==> src/hw/rtl/vrpe_pkg.sv <==
// shared types, constants and helpers for the voxel ray pick and edit block
package vrpe_pkg;

  // grid and march constants
  localparam int SIZE_X    = 128;
  localparam int HEIGHT    = 64;
  localparam int SIZE_Z    = 128;
  localparam int STEP_Q16  = 3277;
  localparam int MAX_STEPS = 160;
  localparam int FRAC_BITS = 16;

  // field widths
  localparam int CMD_W  = 2;
  localparam int TYPE_W = 8;
  localparam int POS_W  = 26;
  localparam int DIR_W  = 18;
  localparam int EX_W   = 7;
  localparam int EY_W   = 6;
  localparam int EZ_W   = 7;

  // voxel index widths and memory shape
  localparam int X_W       = $clog2(SIZE_X);
  localparam int Y_W       = $clog2(HEIGHT);
  localparam int Z_W       = $clog2(SIZE_Z);
  localparam int ADDR_W    = X_W + Z_W + Y_W;
  localparam int MEM_DEPTH = 2 ** ADDR_W;

  // march datapath widths
  localparam int STEP_W = $clog2(STEP_Q16 + 1) + 1;
  localparam int INC_W  = STEP_W + DIR_W;
  localparam int K_W    = $clog2(MAX_STEPS + 1);
  localparam int ACC_W  = INC_W + K_W;
  localparam int OFS_W  = ACC_W - FRAC_BITS;
  localparam int CUR_W  = ((POS_W > OFS_W) ? POS_W : OFS_W) + 1;
  localparam int VOX_W  = CUR_W - FRAC_BITS;

  typedef logic signed [POS_W-1:0] pos_t;
  typedef logic signed [DIR_W-1:0] dir_t;
  typedef logic signed [INC_W-1:0] inc_t;
  typedef logic signed [ACC_W-1:0] acc_t;
  typedef logic signed [CUR_W-1:0] cur_t;
  typedef logic signed [VOX_W-1:0] vox_t;
  typedef logic [ADDR_W-1:0]       addr_t;

  typedef struct packed {
    vox_t x;
    vox_t y;
    vox_t z;
  } vcoord_t;

  typedef enum logic [CMD_W-1:0] {
    CMD_RAY   = 2'd0,
    CMD_WRITE = 2'd1,
    CMD_READ  = 2'd2,
    CMD_NONE  = 2'd3
  } cmd_e;

  typedef enum logic [2:0] {
    ST_CLEAR,
    ST_IDLE,
    ST_MUL,
    ST_MARCH,
    ST_RDWAIT,
    ST_DONE
  } state_e;

  typedef enum logic [1:0] {
    AX_X,
    AX_Y,
    AX_Z
  } axis_e;

  // control from the sequencer to the ray stepper
  typedef struct packed {
    logic  load;
    logic  mul_en;
    axis_e axis;
    logic  advance;
  } step_ctrl_t;

  typedef struct packed {
    logic [TYPE_W-1:0] rv;
    logic              wr;
    logic [EX_W-1:0]   x;
    logic [EY_W-1:0]   y;
    logic [EZ_W-1:0]   z;
  } res_t;

  function automatic vox_t pos_to_vox(pos_t p);
    pos_t sh;
    sh = p >>> FRAC_BITS;
    return vox_t'(sh);
  endfunction

  function automatic logic in_lim(vox_t a, int lim);
    return !a[VOX_W-1] && ($unsigned(a) < VOX_W'(lim));
  endfunction

  function automatic logic in_grid(vcoord_t v);
    return in_lim(v.x, SIZE_X) && in_lim(v.y, HEIGHT) && in_lim(v.z, SIZE_Z);
  endfunction

  function automatic addr_t addr_of(vcoord_t v);
    return {v.x[X_W-1:0], v.z[Z_W-1:0], v.y[Y_W-1:0]};
  endfunction

  function automatic res_t with_coords(res_t r, vcoord_t v);
    res_t o;
    o   = r;
    o.x = v.x[EX_W-1:0];
    o.y = v.y[EY_W-1:0];
    o.z = v.z[EZ_W-1:0];
    return o;
  endfunction

endpackage

==> src/hw/rtl/vrpe_ray_stepper.sv <==
// ray stepper: shared direction scaler and per-axis step accumulators
module vrpe_ray_stepper (
  input  logic                 clk_i,
  input  vrpe_pkg::step_ctrl_t ctrl_i,
  input  vrpe_pkg::pos_t       pos_x_i,
  input  vrpe_pkg::pos_t       pos_y_i,
  input  vrpe_pkg::pos_t       pos_z_i,
  input  vrpe_pkg::dir_t       dir_x_i,
  input  vrpe_pkg::dir_t       dir_y_i,
  input  vrpe_pkg::dir_t       dir_z_i,
  output vrpe_pkg::vcoord_t    vox_o,
  output logic                 vox_ok_o
);
  import vrpe_pkg::*;

  pos_t pos_q [3];
  dir_t dir_q [3];
  inc_t inc_q [3];
  acc_t acc_q [3];
  vox_t vox   [3];
  dir_t dir_sel;
  inc_t prod;

  // one multiplier, one axis per cycle
  always_comb begin
    unique case (ctrl_i.axis)
      AX_X:    dir_sel = dir_q[0];
      AX_Y:    dir_sel = dir_q[1];
      AX_Z:    dir_sel = dir_q[2];
      default: dir_sel = dir_q[0];
    endcase
    prod = inc_t'(dir_sel) * inc_t'(STEP_Q16);
  end

  always_ff @(posedge clk_i) begin
    if (ctrl_i.load) begin
      pos_q[0] <= pos_x_i;
      pos_q[1] <= pos_y_i;
      pos_q[2] <= pos_z_i;
      dir_q[0] <= dir_x_i;
      dir_q[1] <= dir_y_i;
      dir_q[2] <= dir_z_i;
    end
    for (int i = 0; i < 3; i++) begin
      if (ctrl_i.load) begin
        acc_q[i] <= '0;
      end else if (ctrl_i.advance) begin
        acc_q[i] <= acc_q[i] + acc_t'(inc_q[i]);
      end
      if (ctrl_i.mul_en && (ctrl_i.axis == axis_e'(i))) begin
        inc_q[i] <= prod;
      end
    end
  end

  // floor(pos + floor(t*dir)) in voxel units
  always_comb begin
    acc_t ofs;
    cur_t cur;
    for (int i = 0; i < 3; i++) begin
      ofs    = acc_q[i] >>> FRAC_BITS;
      cur    = cur_t'(pos_q[i]) + cur_t'(ofs);
      vox[i] = vox_t'(cur[CUR_W-1:FRAC_BITS]);
    end
  end

  assign vox_o.x  = vox[0];
  assign vox_o.y  = vox[1];
  assign vox_o.z  = vox[2];
  assign vox_ok_o = in_grid(vox_o);

endmodule

==> config.mk <==
export PLATFORM = sky130hd
export DESIGN_NAME = vrpe_ray_stepper
export DESIGN_NICKNAME = d
export VERILOG_FILES = /design/src/hw/rtl/vrpe_pkg.sv /design/src/hw/rtl/vrpe_ray_stepper.sv
export SDC_FILE = /design/constraint.sdc
export NUM_CORES = 1
export LEC_CHECK = 0
export BUFFER_PORTS_ARGS = -buffer_cell sky130_fd_sc_hd__buf_2
export CORE_ASPECT_RATIO = 0.75
export CORE_MARGIN = 3
export CORE_UTILIZATION = 50
export DETAILED_ROUTE_END_ITERATION = 12
export GPL_TIMING_DRIVEN = 0
export PLACE_DENSITY = 0.69
export SYNTH_ARGS = -nofsm -noshare
export SYNTH_HDL_FRONTEND = slang
export SYNTH_SLANG_ARGS = --single-unit
==> constraint.sdc <==
create_clock -name clk_i -period 18.72 [get_ports clk_i]
set_input_delay 0.936 -clock clk_i [delete_from_list [all_inputs] [get_ports clk_i]]
set_output_delay 0.936 -clock clk_i [all_outputs]
set_load 0.02 [all_outputs]
==> results of run 1 <==
## layout make-up
type	count	area, um2
repair buffers	174	945
well taps	630	788
fillers	3868	19700
multi-input cells	1573	12400
flip-flops and latches	342	10300
plain buffers	37	140
inverters	182	683
clock inverters	20	189
clock buffers	49	1060
## metrics by stage
| step | area [um2] | hold slack, ns | utilization | setup WS [ns] | instances |
|---|---|---|---|---|---|
| final | 26500 | 0.563 | 0.574 | 10.05 | 3007 |
| after global routing | 26500 | 0.540 | 0.574 | 9.59 | 3007 |
| after CTS | 26500 | 0.534 | 0.574 | 10.11 | 3007 |
| after detailed placement | 25300 | 0.629 | 0.547 | 9.58 | 2938 |
| after global placement | 25200 | 0.621 | 0.545 | 9.74 | 2935 |
| after floorplan | 23500 | 0.609 | - | 11.53 | 2134 |
## per-layer routing
metal  track usage  wire [um]  up-vias
li1              -          -     8321
met1         0.322      26500     8159
met2         0.336      23800      413
met3        0.0291       2980       65
met4        0.0447       1000        0
met5             0          0        -
## sequential cells by signal (all words and copies together) (netlist names)
signal,flops
pos_q,78
acc_q,117
dir_q,54
inc_q,93
## worst paths after layout
kind / from / to / cells past startpoint
setup reg to reg: dir_q[0][53] / inc_q[0][30] / 22
hold / removal: dir_z_i[4] / dir_q[0][40] / 1
hold reg to reg: acc_q[2][0] / acc_q[2][0] / 2
setup / recovery: ctrl_i[1] / inc_q[0][30] / 29
## logic make-up after synthesis
logic type      share of synthesized area
mux                               0.00479
fa+ha+maj                           0.207
flops                               0.437
xor+xnor                           0.0529
buf+inv                            0.0350
simple gates                        0.103
compound gates                      0.161
## layout by cell type (no fill, tap or decap), drive strengths merged, types with 13 or more instances in the layout
master,n
and3,21
a22oi,21
nand2,84
nand4,14
nand2b,24
xnor2,87
nor2,188
nor3,46
a31oi,13
clkbuf,77
xor2,55
a21oi,168
a211oi,25
nor2b,26
inv,185
fa,68
and2,15
nand3,42
buf,183
ha,281
a21o,115
o21a,22
edfxtp,342
o21ai,88
o21bai,20
## worst reg2reg max path, delay by kind of cell (launching register included)
family,cells,cell delay (ns)
compound gates,7,2.61
xor+xnor,1,0.59
fa+ha+maj,5,2.32
buf+inv,5,0.60
flops,1,0.32
simple gates,4,0.47
==> qor.log, run 1 <==
INFO  outcome        outcome=completed
INFO  route          postRouteAntennaNets=0
INFO  floorplan      design.die.area=49700um2
INFO  clocking       clkTransAtPathRegs=0.07ns
INFO  sta            number_of_setup_violations_in_the_final_report=0
INFO  clocking       cts_tree=yes
INFO  place          detailed_place_hpwl=41500um
INFO  floorplan      dieWidth=256um
INFO  route          routedWlPerCell=18.1um
INFO  setup_path     cp-end-kind=flip-flop
INFO  logic_synthesis synth_largest_area_cell=sky130_fd_sc_hd__edfxtp_1
INFO  setup_path     worst_path_largest_cell_delay=0.77ns
INFO  layout         layout.nets=2835
INFO  logic_synthesis syn_nets=2621
INFO  route          route.detailed.drc=0
INFO  floorplan      floorplan.die.height=194um
INFO  global_routing grt_pass1_wl=86800um
INFO  global_routing grt.overflow.total=0
INFO  logic_synthesis synth-async-reset-ratio=0
INFO  setup_path     timing.critical_path.buf_inv=9
INFO  place          finalWeightedCongestion=0.936
INFO  route          postRouteWirelength=54300um
INFO  setup_path     setup.worst_path.class=in -> reg
INFO  layout         syn2layout_area_growth=12.7%
INFO  clocking       post_cts_setup_buffer_count=0
INFO  sta            fin_crit=8.67ns
INFO  floorplan      rows=68
INFO  clocking       hold_fix_buffer_count_after_cts=0
INFO  logic_synthesis ys_ff_latch=342
INFO  setup_path     crit_fanout=10
INFO  clocking       htree_num_levels=2
INFO  sta            setup_tns=0ns
INFO  sta            worst-slew-pin-transition=1.20ns
INFO  route          drt_pass1_iterations=6
INFO  sta            maxSlewViolCount=0
INFO  logic_synthesis syn_avg_cell_area=11.0um2
INFO  logic_synthesis ys_top_cells_by_area=sky130_fd_sc_hd__edfxtp_1 (44%), sky130_fd_sc_hd__ha_1 (15%), sky130_fd_sc_hd__fa_1 (5.8%)
INFO  clocking       cts_inserted_buffers=38
INFO  sta            achievable-frequency=0.115GHz
INFO  place          port_buffers=171
INFO  logic_synthesis synth.most_common_cell=sky130_fd_sc_hd__edfxtp_1
INFO  global_routing antenna_violations_before_repair=2
INFO  global_routing globalRouteTotalUtil=0.215
INFO  setup_path     worst-endpoint-required=18.95ns
INFO  run            drv.max_cap_violation_count=0
INFO  logic_synthesis yosys.cell_types.count=74
INFO  route          detailroute.via_count=17000
INFO  clocking       clock_insertion_delay_at_the_later_pin_of_the_skew_report=0.54ns
INFO  setup_path     worst_path_arrival=8.90ns
INFO  floorplan      core_area=46200um2
INFO  logic_synthesis synth_top_area_share=0.437
INFO  layout         layout-drive-gt1-share=0.112
INFO  hold_path      worstHoldPathType=in -> reg
INFO  logic_synthesis postSynth.topFlopCell=sky130_fd_sc_hd__edfxtp_1
INFO  clocking       cts_num_sinks=342
INFO  route          drt-initial-drc-count=1230
INFO  sta            rsz_0062_raised_after_global_routing=false
INFO  floorplan      ioPinCount=172
INFO  logic_synthesis ys.warnings.count=0
INFO  setup_path     worst_path_most_repeated_cell=sky130_fd_sc_hd__inv_1
INFO  sta            fin_crit_sh=0.463
INFO  logic_synthesis synth_sequential_area_ratio=0.437
INFO  global_routing grt_max_degree=99
INFO  sta            report.final.hold_viol_count=0
INFO  logic_synthesis synth_enable_flop_cells=342
INFO  logic_synthesis post_synth_instance_area=23500um2
INFO  floorplan      initial_core_util=0.509
INFO  clocking       cts_root_buf=sky130_fd_sc_hd__clkbuf_16
INFO  logic_synthesis syn-instance-count=2134
INFO  setup_path     critPathTopFamily=adder cells
INFO  setup_path     start_kind=input pin
INFO  sta            slew-limit-headroom=0.200
INFO  clocking       clock_tree.buffer_depth=3
INFO  global_routing grt_pass1_vias=16600
INFO  setup_path     setup.reg_to_reg.worst_slack=11.49ns
INFO  sta            clock_skew=0.0242ns
INFO  clocking       cts.repair.resized=0
INFO  route          detail_route.vias_per_cell=5.64
INFO  logic_synthesis synth_common_cells=sky130_fd_sc_hd__edfxtp_1 (342), sky130_fd_sc_hd__ha_1 (281), sky130_fd_sc_hd__nor2_1 (188)
INFO  setup_path     crit_slowest_cell=sky130_fd_sc_hd__a2111oi_0
INFO  layout         n_antenna_cell=0
Power of run 1 is left out: the tool's default activity adds up to more than one toggle a clock period on the data nets, which glitch-free logic cannot reach.
==> inputs of run 2 (changes only) <==
Clock period 18.72 ns to 8.1 ns, I/O delays scaled along.
==> qor.log, run 2 (synthesis gave the netlist of run 1 again) <==
INFO  outcome        outcome=completed
INFO  layout         layoutNonFillerInstCount=3007 [unchanged]
INFO  clocking       cts_root_buf=sky130_fd_sc_hd__clkbuf_16
INFO  global_routing grt.overflow.total=0 [unchanged]
INFO  sta            achievable-frequency=0.132GHz
INFO  clocking       clock_tree.buffer_depth=3 [unchanged]
INFO  sta            report.final.hold_viol_count=0 [unchanged]
INFO  route          routedWlPerCell=18.0um [-0.17%]
INFO  clocking       cts_num_sinks=342 [unchanged]
INFO  floorplan      initial_core_util=0.509 [unchanged]
INFO  place          dp.cells=2938 [unchanged]
INFO  setup_path     worst_path_arrival=7.81ns [-1.09 ns]
INFO  sta            worst-slew-pin-transition=1.20ns [unchanged]
INFO  layout         register_containing_the_most_flip_flops_in_the_final_layout=acc_q
INFO  sta            maxSlewViolCount=0 [unchanged]
INFO  clocking       hold_fix_buffer_count_after_cts=0 [unchanged]
INFO  global_routing globalRouteTotalUtil=0.215 [unchanged]
INFO  hold_path      min_from=dir_z_i[4]
INFO  clocking       cts_tree=yes
INFO  route          detail_route.vias_per_cell=5.64 [about the same]
INFO  global_routing busiest_layer=met2
INFO  route          route.detailed.drc=0 [unchanged]
INFO  hold_path      min_to=dir_q[0][40]
INFO  hold_path      worstHoldPathType=in -> reg
INFO  route          detailroute.via_count=17000 [+0.029%]
INFO  setup_path     crit_fanout=10 [unchanged]
INFO  setup_path     worstRegToRegCells=22 [unchanged]
INFO  hold_path      whs_path_depth=1 [unchanged]
INFO  layout         layout.nets=2835 [unchanged]
INFO  global_routing grt_pass1_vias=16600 [unchanged]
INFO  global_routing grt_pass1_wl=86800um [unchanged]
INFO  floorplan      rows=68 [unchanged]
INFO  floorplan      design.die.area=49700um2 [unchanged]
INFO  setup_path     reg2reg_from=dir_q[0][53]
INFO  global_routing groute.layer.met2.usage=0.336 [unchanged]
INFO  clocking       clock_insertion_delay_at_the_later_pin_of_the_skew_report=0.54ns [about the same]
INFO  layout         syn2layout_area_growth=12.8% [about the same]
INFO  floorplan      ioPinCount=172 [unchanged]
INFO  setup_path     start_kind=input pin
INFO  global_routing antenna_violations_before_repair=2 [unchanged]
INFO  place          placement.setup.worst_slack=-0.506ns [-10.09 ns]
INFO  sta            number_of_setup_violations_in_the_final_report=0 [unchanged]
INFO  floorplan      floorplan.die.height=194um [unchanged]
INFO  setup_path     setup.reg_to_reg.worst_slack=1.33ns [-10.16 ns]
INFO  sta            post-route-worst-setup-slack=0.532ns [-9.52 ns]
INFO  route          postRouteAntennaNets=0 [unchanged]
INFO  layout         final_common_cell=sky130_fd_sc_hd__edfxtp_1
INFO  sta            fin_crit=7.57ns
INFO  sta            fin_crit_sh=0.934
INFO  route          drt-initial-drc-count=1234 [+0.33%]
INFO  layout         n_antenna_cell=0 [unchanged]
INFO  setup_path     worst-endpoint-required=8.34ns [-10.61 ns]
INFO  layout         reg_top3=acc_q x117, inc_q x93, pos_q x78
INFO  global_routing grt_use_met3=0.0291 [unchanged]
INFO  clocking       clkTransAtPathRegs=0.07ns [about the same]
INFO  setup_path     r2r-end=inc_q[0][30]
INFO  setup_path     setup.worst_path.class=in -> reg
INFO  route          postRouteWirelength=54200um [-0.17%]
INFO  layout         flip_flop_count_of_the_largest_register_after_layout=117 [unchanged]
INFO  clocking       cts.repair.resized=0 [unchanged]
INFO  layout         final_cell_mix=sky130_fd_sc_hd__edfxtp_1 (342), sky130_fd_sc_hd__ha_1 (281), sky130_fd_sc_hd__nor2_1 (188)
INFO  global_routing grt_util_met1=0.322 [unchanged]
INFO  sta            slew-limit-headroom=0.200 [unchanged]
INFO  layout         layout-drive-gt1-share=0.113 [+0.00126]
INFO  route          drt_pass1_iterations=5 [-1]
INFO  place          finalWeightedCongestion=0.936 [unchanged]
INFO  setup_path     cp-end-kind=flip-flop
INFO  sta            rsz_0062_raised_after_global_routing=false
INFO  floorplan      core_area=46200um2 [unchanged]
INFO  floorplan      dieWidth=256um [unchanged]
INFO  clocking       cts_inserted_buffers=38 [unchanged]
INFO  layout         fillers=3865 [-0.078%]
INFO  place          port_buffers=171 [unchanged]
INFO  clocking       htree_num_levels=2 [unchanged]
INFO  clocking       post_cts_setup_buffer_count=0 [unchanged]
INFO  place          detailed_place_hpwl=41500um [unchanged]
INFO  sta            clock_skew=0.0240ns [-0.000138 ns]
INFO  run            drv.max_cap_violation_count=0 [unchanged]
INFO  global_routing grt_max_degree=99 [unchanged]
-- run 2: layer usage --
metal	vias to the layer above	wire, um
li1	8320	-
met1	8158	26400
met2	420	23800
met3	65	3040
met4	0	1000
met5	-	0
-- run 2: layout make-up --
type,instances,area [um2],share of cell area
clock inverters,20,189,0.00712
clock buffers,49,1060,0.0398
plain buffers,37,140,0.00528
flip-flops and latches,342,10300,0.387
multi-input cells,1573,12400,0.469
well taps,630,788,0.0297
repair buffers,174,945,0.0356
inverters,182,683,0.0258
-- run 2: worst max-delay path, stage by stage --
cell and delay (ns):
sky130_fd_sc_hd__buf_2 0.10, sky130_fd_sc_hd__inv_1 0.06, sky130_fd_sc_hd__ha_1 0.38, sky130_fd_sc_hd__clkbuf_1 0.36, sky130_fd_sc_hd__clkbuf_1 0.43, sky130_fd_sc_hd__buf_1 0.43
sky130_fd_sc_hd__nor2_1 0.12, sky130_fd_sc_hd__a21oi_2 0.38, sky130_fd_sc_hd__ha_1 0.33, sky130_fd_sc_hd__inv_1 0.09, sky130_fd_sc_hd__fa_1 0.54, sky130_fd_sc_hd__inv_1 0.05
sky130_fd_sc_hd__ha_1 0.30, sky130_fd_sc_hd__xor2_1 0.18, sky130_fd_sc_hd__fa_1 0.52, sky130_fd_sc_hd__inv_1 0.05, sky130_fd_sc_hd__fa_1 0.47, sky130_fd_sc_hd__inv_1 0.04
sky130_fd_sc_hd__ha_1 0.35, sky130_fd_sc_hd__a21o_1 0.18, sky130_fd_sc_hd__a21o_1 0.16, sky130_fd_sc_hd__a21oi_1 0.22, sky130_fd_sc_hd__nand2_1 0.08, sky130_fd_sc_hd__o211a_1 0.25
sky130_fd_sc_hd__o41a_1 0.36, sky130_fd_sc_hd__a41oi_1 0.30, sky130_fd_sc_hd__a21oi_1 0.12, sky130_fd_sc_hd__xor2_1 0.54
-- run 2: how the worst max path moves through the flow --
stage | from | to | slack (ns) | cells past startpoint
after global placement | ctrl_i[1] | inc_q[0][92] | -0.35 | 29
final | ctrl_i[1] | inc_q[0][60] | 0.53 | 28
after global routing | ctrl_i[1] | inc_q[0][60] | 0.09 | 28
after CTS | ctrl_i[1] | inc_q[0][30] | 0.02 | 29
after floorplan | ctrl_i[1] | inc_q[0][27] | 1.44 | 27
after detailed placement | ctrl_i[1] | inc_q[0][92] | -0.51 | 29
-- run 2: metrics by stage --
step | TNS (ns) | utilization | area [um2] | hold slack [ns]
6_report | 0 | 0.574 | 26500 | 0.0319
5_1_grt | 0 | 0.574 | 26500 | 0.00935
4_1_cts | 0 | 0.574 | 26500 | 0.00301
3_5_place_dp | -2.09 | 0.547 | 25300 | 0.583
3_3_place_gp | -1.43 | 0.545 | 25200 | 0.581
2_1_floorplan | 0 | - | 23500 | 0.504
Power of run 2 is left out for the same reason.
==> inputs of run 3 (changes only) <==
Settings changed: REMOVE_ABC_BUFFERS set to 1.
==> qor.log, run 3 (synthesis gave the netlist of run 1 again) <==
INFO  layout         reg_top3=acc_q x117, inc_q x93, pos_q x78
INFO  setup_path     setup.reg_to_reg.worst_slack=1.37ns [+0.04 ns]
INFO  hold_path      min_from=pos_x_i[25]
INFO  setup_path     setup.worst_path.class=in -> reg
INFO  sta            worst-slew-pin-transition=0.962ns [-0.237 ns]
INFO  route          drt_pass1_iterations=5 [unchanged]
INFO  route          detailroute.via_count=16700 [-1.6%]
INFO  global_routing grt_pass1_vias=17000 [+2.0%]
INFO  layout         final_cell_mix=sky130_fd_sc_hd__edfxtp_1 (342), sky130_fd_sc_hd__ha_1 (280), sky130_fd_sc_hd__nor2_1 (188)
INFO  route          drt-initial-drc-count=1185 [-4.0%]
INFO  setup_path     critPathCapture=inc_q[0][61]
INFO  outcome        outcome=completed
INFO  clocking       cts_tree=yes
INFO  sta            achievable-frequency=0.137GHz [+3.4%]
INFO  sta            setup_tns=0ns [unchanged]
INFO  sta            worst_hold_slack=0.0320ns [+0.0000617 ns]
INFO  place          placed_cell_area=25200um2 [-0.36%]
INFO  layout         syn2layout_area_growth=12.0%
INFO  setup_path     worstRegToRegCells=22 [unchanged]
INFO  clocking       cts_num_sinks=342 [unchanged]
INFO  run            drv.max_cap_violation_count=0 [unchanged]
INFO  clocking       clock_insertion_delay_at_the_later_pin_of_the_skew_report=0.54ns [about the same]
INFO  floorplan      rows=68 [unchanged]
INFO  sta            slew-limit-headroom=0.352 [+0.152]
INFO  sta            rsz_0062_raised_after_global_routing=false
INFO  layout         register_containing_the_most_flip_flops_in_the_final_layout=acc_q
INFO  floorplan      initial_core_util=0.509 [unchanged]
INFO  layout         layout.nets=2800 [-1.2%]
INFO  global_routing globalRouteTotalUtil=0.208 [-0.00715]
INFO  floorplan      floorplan.die.height=194um [unchanged]
INFO  setup_path     worst_path_most_repeated_cell=sky130_fd_sc_hd__inv_1
INFO  clocking       cts_root_buf=sky130_fd_sc_hd__clkbuf_16
INFO  setup_path     worst_path_arrival=7.56ns [-0.25 ns]
INFO  floorplan      dieWidth=256um [unchanged]
INFO  setup_path     timing.critical_path.from=ctrl_i[1]
INFO  layout         layout-drive-gt1-share=0.115 [+0.00199]
INFO  sta            report.final.hold_viol_count=0 [unchanged]
INFO  global_routing antenna_violations_before_repair=3 [+1]
INFO  setup_path     worst-endpoint-required=8.34ns [about the same]
INFO  route          route.detailed.drc=0 [unchanged]
INFO  layout         n_antenna_cell=0 [unchanged]
INFO  global_routing grt.overflow.total=0 [unchanged]
INFO  sta            maxSlewViolCount=0 [unchanged]
INFO  setup_path     cp-end-kind=flip-flop
INFO  global_routing grt_pass1_wl=84900um [-2.2%]
INFO  hold_path      worstHoldPathType=in -> reg
INFO  floorplan      core_area=46200um2 [unchanged]
INFO  clocking       cts_inserted_buffers=38 [unchanged]
INFO  clocking       clock_tree.buffer_depth=3 [unchanged]
INFO  sta            clock_skew=0.0246ns [+0.000583 ns]
INFO  route          postRouteAntennaNets=0 [unchanged]
INFO  global_routing grt_max_degree=74 [-25%]
INFO  clocking       htree_num_levels=2 [unchanged]
INFO  floorplan      design.die.area=49700um2 [unchanged]
INFO  setup_path     worst_path_largest_cell_delay=0.74ns [+0.20 ns]
INFO  setup_path     reg2reg_from=dir_q[0][42]
INFO  layout         final_common_cell=sky130_fd_sc_hd__edfxtp_1
INFO  place          finalWeightedCongestion=0.909 [-2.9%]
INFO  sta            number_of_setup_violations_in_the_final_report=0 [unchanged]
INFO  clocking       post_cts_setup_buffer_count=0 [unchanged]
INFO  setup_path     crit_slowest_cell=sky130_fd_sc_hd__a2111oi_0
INFO  layout         flip_flop_count_of_the_largest_register_after_layout=117 [unchanged]
INFO  clocking       clkTransAtPathRegs=0.06ns [about the same]
INFO  setup_path     crit_fanout=19 [+9]
INFO  setup_path     r2r-end=inc_q[0][61]
INFO  place          detailed_place_hpwl=39100um [-5.8%]
INFO  sta            fin_crit_sh=0.903 [-0.0310]
INFO  route          detail_route.vias_per_cell=5.63 [-0.28%]
INFO  sta            fin_crit=7.32ns [-0.251 ns]
INFO  route          routedWlPerCell=17.3um [-3.8%]
INFO  place          port_buffers=171 [unchanged]
INFO  route          postRouteWirelength=51400um [-5.1%]
INFO  clocking       hold_fix_buffer_count_after_cts=0 [unchanged]
INFO  setup_path     start_kind=input pin
INFO  floorplan      ioPinCount=172 [unchanged]
INFO  layout         stdcell_area=26300um2 [-0.70%]
-- run 3: changes by cell type in the layout (fill, tap and decap cells not counted), moves of 2 or more --
cell | previous run | this run
sky130_fd_sc_hd__clkinvlp_4 | 4 | 1
sky130_fd_sc_hd__clkbuf_1 | 36 | 6
sky130_fd_sc_hd__inv_6 | 3 | 1
sky130_fd_sc_hd__clkinv_2 | 4 | 7
sky130_fd_sc_hd__clkinv_1 | 6 | 3
sky130_fd_sc_hd__clkinv_4 | 0 | 3
sky130_fd_sc_hd__buf_1 | 8 | 0
sky130_fd_sc_hd__clkbuf_16 | 41 | 39
-- run 3: worst min-delay path by stage --
stage	endpoint	slack, ns	cells past startpoint
3_5_place_dp	dir_q[0][12]	0.58	1
6_report	pos_q[0][25]	0.03	1
4_1_cts	dir_q[0][19]	0.004	1
2_1_floorplan	dir_q[0][0]	0.50	0
5_1_grt	dir_q[0][6]	0.005	1
3_3_place_gp	dir_q[0][7]	0.58	1
-- run 3: what timing repair did --
item,CTS,global route
endpoints found under the setup margin,0,9
resized for setup,0,2
hold endpoints to repair,0,0
-- run 3: metal layers --
metal  part of all wire  track usage  wire length [um]  vias up
met5                  0            0                 0        -
met2               0.44        0.330             22700      411
li1                   -            -                 -     8238
met3              0.058       0.0312              2980       69
met4              0.018       0.0453               903        0
met1               0.48        0.304             24800     7967
-- run 3: stage by stage --
step                 util  setup slack, ns  std cells
floorplan               -             1.47       2097
global placement    0.542           -0.226       2898
detailed placement  0.545           -0.290       2903
CTS                 0.570            0.251       2966
global route        0.570            0.114       2966
finish              0.570            0.782       2966
-- run 3: critical path: cells and delay by family --
family,cells,cell delay (ns)
fa+ha+maj,7,3.34
simple gates,4,0.44
buf+inv,6,0.41
xor+xnor,1,0.55
compound gates,7,2.40
-- run 3: cell type report --
class	instances	area (um2)
repair buffers	176	987
fillers	3886	19900
inverters	182	683
clock inverters	18	160
flip-flops and latches	342	10300
clock buffers	45	998
multi-input cells	1573	12400
well taps	630	788
Power of run 3 is left out for the same reason.
